### src/rtl/core/tlds_pkg.sv
`timescale 1ns / 1ps
// tlds_pkg: types, constants and helpers for the triangle sample generator.
// No dependencies.
package tlds_pkg;

  localparam int unsigned VERT_W  = 17;  // vertex coordinate, 1.16 fixed point
  localparam int unsigned SUM_W   = 19;  // sum of three vertex coordinates
  localparam int unsigned DIVN_W  = 27;  // SUM_W + 8 fraction bits
  localparam int unsigned COORD_W = 25;  // output coordinate, 24 fraction bits
  localparam int unsigned MUL_W   = 28;
  localparam int unsigned PROD_W  = DIVN_W + MUL_W;
  localparam int unsigned DIV_SH  = 29;

  // ceil(2^29 / 3): floor(t/3) = (t * DIV3_MUL) >> 29 for t < 2^27
  localparam logic [MUL_W-1:0]   DIV3_MUL = 28'd178956971;
  localparam logic [VERT_W-1:0]  V_ONE    = 17'h10000;
  localparam logic [VERT_W-1:0]  V_ZERO   = 17'h00000;
  localparam logic [COORD_W-1:0] C_ONE    = 25'h1000000;

  localparam logic [1:0] DIG_MID = 2'd0;
  localparam logic [1:0] DIG_A   = 2'd1;
  localparam logic [1:0] DIG_B   = 2'd2;
  localparam logic [1:0] DIG_C   = 2'd3;

  typedef logic [VERT_W-1:0] vcoord_t;

  typedef struct packed {
    vcoord_t ax;
    vcoord_t ay;
    vcoord_t bx;
    vcoord_t by;
    vcoord_t cx;
    vcoord_t cy;
  } vert_t;

  localparam vert_t VERT_START = '{ax: V_ONE, ay: V_ZERO, bx: V_ZERO,
                                   by: V_ONE, cx: V_ZERO, cy: V_ZERO};

  function automatic vcoord_t mid(input vcoord_t a, input vcoord_t b);
    logic [VERT_W:0] s;
    s = {1'b0, a} + {1'b0, b};
    return s[VERT_W:1];
  endfunction

endpackage

### src/rtl/core/tlds_cell.sv
`timescale 1ns / 1ps
// tlds_cell: one subdivision step, picks a sub-triangle from one base-4 digit.
// Depends on tlds_pkg.
module tlds_cell import tlds_pkg::*; #(
  parameter int unsigned IDX_W = 32
) (
  input  logic             clk_i,
  input  logic             rst_ni,
  input  logic             valid_i,
  output logic             ready_o,
  input  vert_t            vert_i,
  input  logic [IDX_W-1:0] idx_i,
  input  logic             last_i,
  output logic             valid_o,
  input  logic             ready_i,
  output vert_t            vert_o,
  output logic [IDX_W-1:0] idx_o,
  output logic             last_o
);

  logic             valid_q;
  vert_t            vert_d, vert_q;
  logic [IDX_W-1:0] idx_q;
  logic             last_q;
  logic [1:0]       digit;

  // bit-reversed index: digit msb is the lower index bit
  assign digit = {idx_i[0], idx_i[1]};

  always_comb begin
    case (digit)
      DIG_MID: begin
        vert_d.ax = mid(vert_i.bx, vert_i.cx);
        vert_d.ay = mid(vert_i.by, vert_i.cy);
        vert_d.bx = mid(vert_i.ax, vert_i.cx);
        vert_d.by = mid(vert_i.ay, vert_i.cy);
        vert_d.cx = mid(vert_i.ax, vert_i.bx);
        vert_d.cy = mid(vert_i.ay, vert_i.by);
      end
      DIG_A: begin
        vert_d.ax = vert_i.ax;
        vert_d.ay = vert_i.ay;
        vert_d.bx = mid(vert_i.ax, vert_i.bx);
        vert_d.by = mid(vert_i.ay, vert_i.by);
        vert_d.cx = mid(vert_i.ax, vert_i.cx);
        vert_d.cy = mid(vert_i.ay, vert_i.cy);
      end
      DIG_B: begin
        vert_d.ax = mid(vert_i.ax, vert_i.bx);
        vert_d.ay = mid(vert_i.ay, vert_i.by);
        vert_d.bx = vert_i.bx;
        vert_d.by = vert_i.by;
        vert_d.cx = mid(vert_i.bx, vert_i.cx);
        vert_d.cy = mid(vert_i.by, vert_i.cy);
      end
      default: begin
        vert_d.ax = mid(vert_i.ax, vert_i.cx);
        vert_d.ay = mid(vert_i.ay, vert_i.cy);
        vert_d.bx = mid(vert_i.bx, vert_i.cx);
        vert_d.by = mid(vert_i.by, vert_i.cy);
        vert_d.cx = vert_i.cx;
        vert_d.cy = vert_i.cy;
      end
    endcase
  end

  assign ready_o = !valid_q || ready_i;

  always_ff @(posedge clk_i or negedge rst_ni) begin
    if (!rst_ni) begin
      valid_q <= 1'b0;
    end else if (ready_o) begin
      valid_q <= valid_i;
    end
  end

  always_ff @(posedge clk_i) begin
    if (ready_o && valid_i) begin
      vert_q <= vert_d;
      idx_q  <= idx_i >> 2;
      last_q <= last_i;
    end
  end

  assign valid_o = valid_q;
  assign vert_o  = vert_q;
  assign idx_o   = idx_q;
  assign last_o  = last_q;

endmodule

### src/rtl/core/tlds_centroid.sv
`timescale 1ns / 1ps
// tlds_centroid: centroid of the final triangle, rounded to 24 fraction bits.
// Depends on tlds_pkg.
module tlds_centroid import tlds_pkg::*; (
  input  logic               clk_i,
  input  logic               rst_ni,
  input  logic               valid_i,
  output logic               ready_o,
  input  vert_t              vert_i,
  input  logic               last_i,
  output logic               valid_o,
  input  logic               ready_i,
  output logic [COORD_W-1:0] u_o,
  output logic [COORD_W-1:0] v_o,
  output logic               last_o
);

  logic               valid_q;
  logic [SUM_W-1:0]   sx, sy;
  logic [DIVN_W-1:0]  tx, ty;
  logic [PROD_W-1:0]  px, py;
  logic [COORD_W-1:0] u_q, v_q;
  logic               last_q;

  assign sx = SUM_W'(vert_i.ax) + SUM_W'(vert_i.bx) + SUM_W'(vert_i.cx);
  assign sy = SUM_W'(vert_i.ay) + SUM_W'(vert_i.by) + SUM_W'(vert_i.cy);
  // S*256 + 1, then floor(/3) gives round to nearest
  assign tx = {sx, 8'h01};
  assign ty = {sy, 8'h01};
  assign px = PROD_W'(tx) * PROD_W'(DIV3_MUL);
  assign py = PROD_W'(ty) * PROD_W'(DIV3_MUL);

  assign ready_o = !valid_q || ready_i;

  always_ff @(posedge clk_i or negedge rst_ni) begin
    if (!rst_ni) begin
      valid_q <= 1'b0;
    end else if (ready_o) begin
      valid_q <= valid_i;
    end
  end

  always_ff @(posedge clk_i) begin
    if (ready_o && valid_i) begin
      u_q    <= px[DIV_SH +: COORD_W];
      v_q    <= py[DIV_SH +: COORD_W];
      last_q <= last_i;
    end
  end

  assign valid_o = valid_q;
  assign u_o     = u_q;
  assign v_o     = v_q;
  assign last_o  = last_q;

endmodule

### src/rtl/core/triangle_low_discrepancy_sample_top.sv
`timescale 1ns / 1ps
// triangle_low_discrepancy_sample_top: low-discrepancy points over a triangle.
// Depends on tlds_pkg, tlds_cell, tlds_centroid.

// Takes one sample index per cycle and returns its barycentric coordinates
// (u, v, w) with 24 fraction bits, one result per item, in order. The index
// is read as DIGITS base-4 digits of the bit reversal of its low 2*DIGITS
// bits; a row of DIGITS subdivision cells each applies one digit, then a
// centroid stage (one constant multiply per coordinate) and an output
// register follow. Throughput is one item per cycle while the output is not
// stalled. tready is a combinational chain back through the row of cells, so
// a stalled output only holds the input once every stage is full.
module triangle_low_discrepancy_sample_top import tlds_pkg::*; #(
  parameter int unsigned DIGITS = 16
) (
  input  logic        clk_i,
  input  logic        rst_ni,
  input  logic        s_axis_tvalid,
  output logic        s_axis_tready,
  input  logic [31:0] s_axis_tdata,   // [31:0] sample_index
  input  logic        s_axis_tlast,   // last_sample
  output logic        m_axis_tvalid,
  input  logic        m_axis_tready,
  output logic [79:0] m_axis_tdata,   // [24:0] coord_u, [49:25] coord_v,
                                      // [74:50] coord_w, [79:75] zero
  output logic        m_axis_tlast    // last_out
);

  localparam int unsigned IDX_W = 2 * DIGITS;

  logic             c_valid [DIGITS+1];
  logic             c_ready [DIGITS+1];
  vert_t            c_vert  [DIGITS+1];
  logic [IDX_W-1:0] c_idx   [DIGITS+1];
  logic             c_last  [DIGITS+1];

  assign c_valid[0]    = s_axis_tvalid;
  assign s_axis_tready = c_ready[0];
  assign c_vert[0]     = VERT_START;
  assign c_idx[0]      = s_axis_tdata[IDX_W-1:0];
  assign c_last[0]     = s_axis_tlast;

  for (genvar g = 0; g < DIGITS; g++) begin : g_cell
    tlds_cell #(.IDX_W(IDX_W)) u_cell (
      .clk_i   (clk_i),
      .rst_ni  (rst_ni),
      .valid_i (c_valid[g]),
      .ready_o (c_ready[g]),
      .vert_i  (c_vert[g]),
      .idx_i   (c_idx[g]),
      .last_i  (c_last[g]),
      .valid_o (c_valid[g+1]),
      .ready_i (c_ready[g+1]),
      .vert_o  (c_vert[g+1]),
      .idx_o   (c_idx[g+1]),
      .last_o  (c_last[g+1])
    );
  end

  logic               cen_valid, cen_last;
  logic [COORD_W-1:0] cen_u, cen_v;
  logic               out_ready;

  tlds_centroid u_centroid (
    .clk_i   (clk_i),
    .rst_ni  (rst_ni),
    .valid_i (c_valid[DIGITS]),
    .ready_o (c_ready[DIGITS]),
    .vert_i  (c_vert[DIGITS]),
    .last_i  (c_last[DIGITS]),
    .valid_o (cen_valid),
    .ready_i (out_ready),
    .u_o     (cen_u),
    .v_o     (cen_v),
    .last_o  (cen_last)
  );

  logic [COORD_W:0]   uv_sum;
  logic [COORD_W-1:0] w_d;
  logic               valid_q, last_q;
  logic [COORD_W-1:0] u_q, v_q, w_q;

  assign uv_sum = {1'b0, cen_u} + {1'b0, cen_v};
  assign w_d    = (uv_sum >= (COORD_W+1)'(C_ONE)) ? '0
                : COORD_W'((COORD_W+1)'(C_ONE) - uv_sum);

  assign out_ready = !valid_q || m_axis_tready;

  always_ff @(posedge clk_i or negedge rst_ni) begin
    if (!rst_ni) begin
      valid_q <= 1'b0;
    end else if (out_ready) begin
      valid_q <= cen_valid;
    end
  end

  always_ff @(posedge clk_i) begin
    if (out_ready && cen_valid) begin
      u_q    <= cen_u;
      v_q    <= cen_v;
      w_q    <= w_d;
      last_q <= cen_last;
    end
  end

  assign m_axis_tvalid = valid_q;
  assign m_axis_tdata  = {5'b0, w_q, v_q, u_q};
  assign m_axis_tlast  = last_q;

endmodule

### config.mk
export PLATFORM = sky130hd
export DESIGN_NAME = triangle_low_discrepancy_sample_top
export DESIGN_NICKNAME = d
export VERILOG_FILES = /design/src/rtl/core/tlds_pkg.sv /design/src/rtl/core/tlds_cell.sv /design/src/rtl/core/tlds_centroid.sv /design/src/rtl/core/triangle_low_discrepancy_sample_top.sv
export SDC_FILE = /design/constraint.sdc
export NUM_CORES = 2
export LEC_CHECK = 0
export BUFFER_PORTS_ARGS = -buffer_cell sky130_fd_sc_hd__buf_2
export CAP_MARGIN = 20
export CELL_PAD_IN_SITES_DETAIL_PLACEMENT = 0
export CELL_PAD_IN_SITES_GLOBAL_PLACEMENT = 1
export CORE_MARGIN = 3
export CORE_UTILIZATION = 39
export CTS_BUF_LIST = sky130_fd_sc_hd__clkbuf_8 sky130_fd_sc_hd__clkbuf_16
export DETAILED_ROUTE_END_ITERATION = 10
export PLACE_DENSITY = 0.62
export SYNTH_ARGS = -nofsm -noshare
export SYNTH_HDL_FRONTEND = slang
export SYNTH_SLANG_ARGS = --single-unit
### constraint.sdc
create_clock -name clk_i -period 10.9 [get_ports clk_i]
set_input_delay 2.18 -clock clk_i [delete_from_list [all_inputs] [get_ports clk_i]]
set_output_delay 2.18 -clock clk_i [all_outputs]
set_load 0.02 [all_outputs]
==> summary.txt <==
Setup path
  – CP delay by family, top: adder cells
  – Critical setup path kind: flop to flop
  – Worst stage delay on the critical path: 0.53 ns
  – Launching instance or port of the critical path: g_cell[15].u_cell.vert_o[51]$_DFFE_PP_
  – Internal reg-to-reg setup slack: 0.64 ns
  – Endpoint type of the worst setup path: flop
  – Arrival time at the worst endpoint: 10.76 ns
  – Count of buffer and inverter cells on the critical path: 6
  – Critical path startpoint category: flop
  – CP Max Fanout: 5
  – Reg-to-reg critical path startpoint: g_cell[15].u_cell.vert_o[51]$_DFFE_PP_
  – Critical Path Slowest Stage Cell: sky130_fd_sc_hd__fa_1
  – Crit path required time: 11.41 ns
  – Top cell by count, worst path: sky130_fd_sc_hd__fa_1

Final layout
  – Final #Nets: 11.6k
  – Most common cell after layout, fill and taps aside: sky130_fd_sc_hd__edfxtp_1
  – Top library cells by usage in the layout, fill and taps aside: sky130_fd_sc_hd__edfxtp_1, sky130_fd_sc_hd__ha_1, sky130_fd_sc_hd__a21oi_1
  – Area growth from synthesis to layout: 9.47%
  – Share of final-layout standard cells stronger than drive strength 1: 7.86%

Global routing
  – Maximum number of pins on one net before global-route repair: 100
  – Antenna violations before repair: 1
  – Via count of the first global-routing pass: 74.1k
  – First-pass GRT wire length: 395 mm
  – Total grt overflow: 0
  – Combined global-route utilization of all metal layers: 17.8%

Logic synthesis
  – Most area-consuming cells after synthesis: sky130_fd_sc_hd__edfxtp_1, sky130_fd_sc_hd__ha_1, sky130_fd_sc_hd__fa_1, sky130_fd_sc_hd__a21oi_1, sky130_fd_sc_hd__xnor2_1
  – Number of unique standard cell types used by synthesis: 94
  – FF+latch count, synth: 1293
  – Synth async-reset ratio: 1.39%
  – Synth top area share: 36.9%
  – Post-synth EDFFs: 1275
  – Register area share after synthesis: 37.3%
  – Largest area contributor in the netlist: sky130_fd_sc_hd__edfxtp_1
  – Syn Inst Count: 9999
  – Dominant register cell in the synthesized netlist: sky130_fd_sc_hd__edfxtp_1
  – Area of the mapped netlist: 0.104 mm2
  – Synthesis Warnings: 0
  – Mean area per synthesized cell: 10.4 um2

CTS
  – Worst-skew pair later-pin latency: 0.85 ns
  – TritonCTS Buffers: 167
  – Hold bufs inserted after CTS: 0
  – Buffer cell driving the clock tree root: sky130_fd_sc_hd__clkbuf_16
  – Clock tree from TritonCTS: done
  – Clock-pin slew on the worst setup and hold paths: 0.06 ns
  – H-Tree Level Count: 4
  – Total number of clock tree sinks: 1293
  – Clock buffer depth: 4

Detailed routing
  – Total number of vias: 72.0k
  – Final antenna-violating net count: 0
  – Router iterations before antenna repair: 5
  – Vias/cell: 5.28
  – First-iteration detailed-routing DRC count: 3414
  – Residual DRC count: 0
  – Avg WL per Cell: 17.9 um
  – Post-Route WL: 244 mm

Place
  – Placer's final routability congestion estimate: 0.859
  – HPWL reported at the end of detailed placement: 197 mm
  – Number of port buffers: 114

Min path
  – Path type of the worst min-delay path: flop to flop
  – Min-Delay Startpoint: g_cell[2].u_cell.idx_o[14]$_DFFE_PP_

Flow run
  – Total of max-cap violations: 0

Die
  – Core outline area: 0.264 mm2
  – Die extent in y: 522 um
  – Die area: 0.273 mm2
  – Std-Cell Rows: 188
  – Die Span X: 522 um
  – Count of pins on the block boundary: 120
  – Effective utilization at floorplan: 39.4%

Run status
  – Run status: completed

STA
  – Final critical delay including setup and external delays: 10.26 ns
  – Total negative slack for setup checks: 0 ns
  – Worst-Margin Slew: 0.994 ns
  – Number of endpoints with negative hold slack in the final report: 0
  – Skew final: 0.0853 ns
  – Endpoints failing setup: 0
  – Final clock period utilization by the worst path: 94.1%
  – Tightest slew margin relative to the limit: 33.7%
  – Peak Freq: 97.5 MHz
  – Unrepaired setup endpoints after global routing: false
  – Final count of pins violating max slew: 0
==> worst paths after layout <==
| kind | cells past startpoint | endpoint |
|---|---|---|
| worst max-delay path | 43 | u_centroid.u_o[21]$_DFFE_PP_ |
| min in group asynchronous | 1 | g_cell[0].u_cell.valid_o$_DFFE_PN0N_ |
| worst max register to register | 43 | u_centroid.u_o[21]$_DFFE_PP_ |
| worst min-delay path | 0 | g_cell[3].u_cell.idx_o[12]$_DFFE_PP_ |
| max in group asynchronous | 1 | g_cell[15].u_cell.valid_o$_DFFE_PN0P_ |
| worst min register to register | 0 | g_cell[3].u_cell.idx_o[12]$_DFFE_PP_ |
==> sequential cells by signal, summed over array words and instances, names as in the netlist, named ones only <==
register               flops
g_cell.u_cell.idx_o      240
u_centroid.v_o            25
g_cell.u_cell.valid_o     16
u_centroid.valid_o         1
u_q                       25
u_centroid.u_o            25
m_axis_tvalid              1
g_cell.u_cell.last_o      16
w_q                       25
u_centroid.last_o          1
g_cell.u_cell.vert_o     890
v_q                       25
m_axis_tlast               1
==> kinds of logic after synthesis <==
group	synth area share (%)
XOR/XNOR	6.40
flip-flops	37.3
other	0.00361
AO/OA/AOI/OAI	16.3
multiplexers	6.29
adder cells (fa/ha/maj)	20.7
AND/OR/NAND/NOR	9.06
buffers and inverters	3.98
==> synthesized netlist by cell type (29+ instances only) <==
cell type / n
sky130_fd_sc_hd__o21bai_1: 257
sky130_fd_sc_hd__o21ai_0: 594
sky130_fd_sc_hd__edfxtp_1: 1275
sky130_fd_sc_hd__nand2_1: 817
sky130_fd_sc_hd__xor2_1: 152
sky130_fd_sc_hd__and2_1: 151
sky130_fd_sc_hd__fa_1: 319
sky130_fd_sc_hd__o22ai_1: 29
sky130_fd_sc_hd__o21a_1: 54
sky130_fd_sc_hd__nand3_1: 89
sky130_fd_sc_hd__mux2i_1: 160
sky130_fd_sc_hd__a31oi_1: 36
sky130_fd_sc_hd__mux4_2: 185
sky130_fd_sc_hd__buf_1: 100
sky130_fd_sc_hd__o31a_1: 83
sky130_fd_sc_hd__ha_1: 1207
sky130_fd_sc_hd__o211ai_1: 73
sky130_fd_sc_hd__a21oi_1: 1155
sky130_fd_sc_hd__mux2_2: 68
sky130_fd_sc_hd__nor2_1: 657
sky130_fd_sc_hd__clkbuf_1: 264
sky130_fd_sc_hd__xnor2_1: 607
sky130_fd_sc_hd__a22oi_1: 56
sky130_fd_sc_hd__nand2b_1: 78
sky130_fd_sc_hd__inv_1: 711
sky130_fd_sc_hd__a21o_1: 238
sky130_fd_sc_hd__nor3_1: 108
sky130_fd_sc_hd__nor2b_1: 90
sky130_fd_sc_hd__o41ai_1: 30
sky130_fd_sc_hd__a211oi_1: 51
==> metrics by stage <==
| step | setup WS [ns] | hold slack, ns | utilization (%) | area (um2) | std cells |
|---|---|---|---|---|---|
| after detailed placement | 0.270 | 0.405 | 41.0 | 108000 | 13300 |
| after floorplan | 1.19 | 0.400 | - | 104000 | 10000 |
| after CTS | 0.224 | 0.415 | 43.1 | 114000 | 13600 |
| after global routing | 0.0172 | 0.420 | 43.1 | 114000 | 13600 |
| after global placement | 0.248 | 0.401 | 41.0 | 108000 | 13300 |
| final | 0.644 | 0.414 | 43.1 | 114000 | 13600 |
==> worst reg2reg max path, delay by kind of cell (launching register included) <==
kind	cells	cell delay, ns
AO/OA/AOI/OAI	19	3.47
XOR/XNOR	2	0.24
adder cells (fa/ha/maj)	11	4.47
buffers and inverters	6	0.46
flip-flops	1	0.36
AND/OR/NAND/NOR	5	0.98
==> layout make-up <==
type | count | area, um2
timing repair buffer | 196 | 1200
sequential | 1293 | 38700
clock inverter | 116 | 1140
tap | 3515 | 4400
clock buffer | 178 | 4360
multi-input combinational | 7616 | 61100
fill | 24900 | 150000
inverter | 724 | 2720
antenna | 2 | 5.00
==> per-layer routing <==
layer	share of wire [%]	track usage, %	wire [um]	up-vias
met4	2.7	4.93	6550	0
li1	-	-	-	36400
met3	2.3	1.75	5680	333
met5	0	0	0	-
met1	41	20.7	101000	34400
met2	54	34.1	131000	880
==> repair_timing <==
action                     4_1_cts  5_1_grt
setup endpoints to repair        0       16
setup buffers                    0        0
resized for setup                0       17
Power is not shown: default switching activity piles up to over one toggle a cycle in this logic, so the estimate is an artifact.
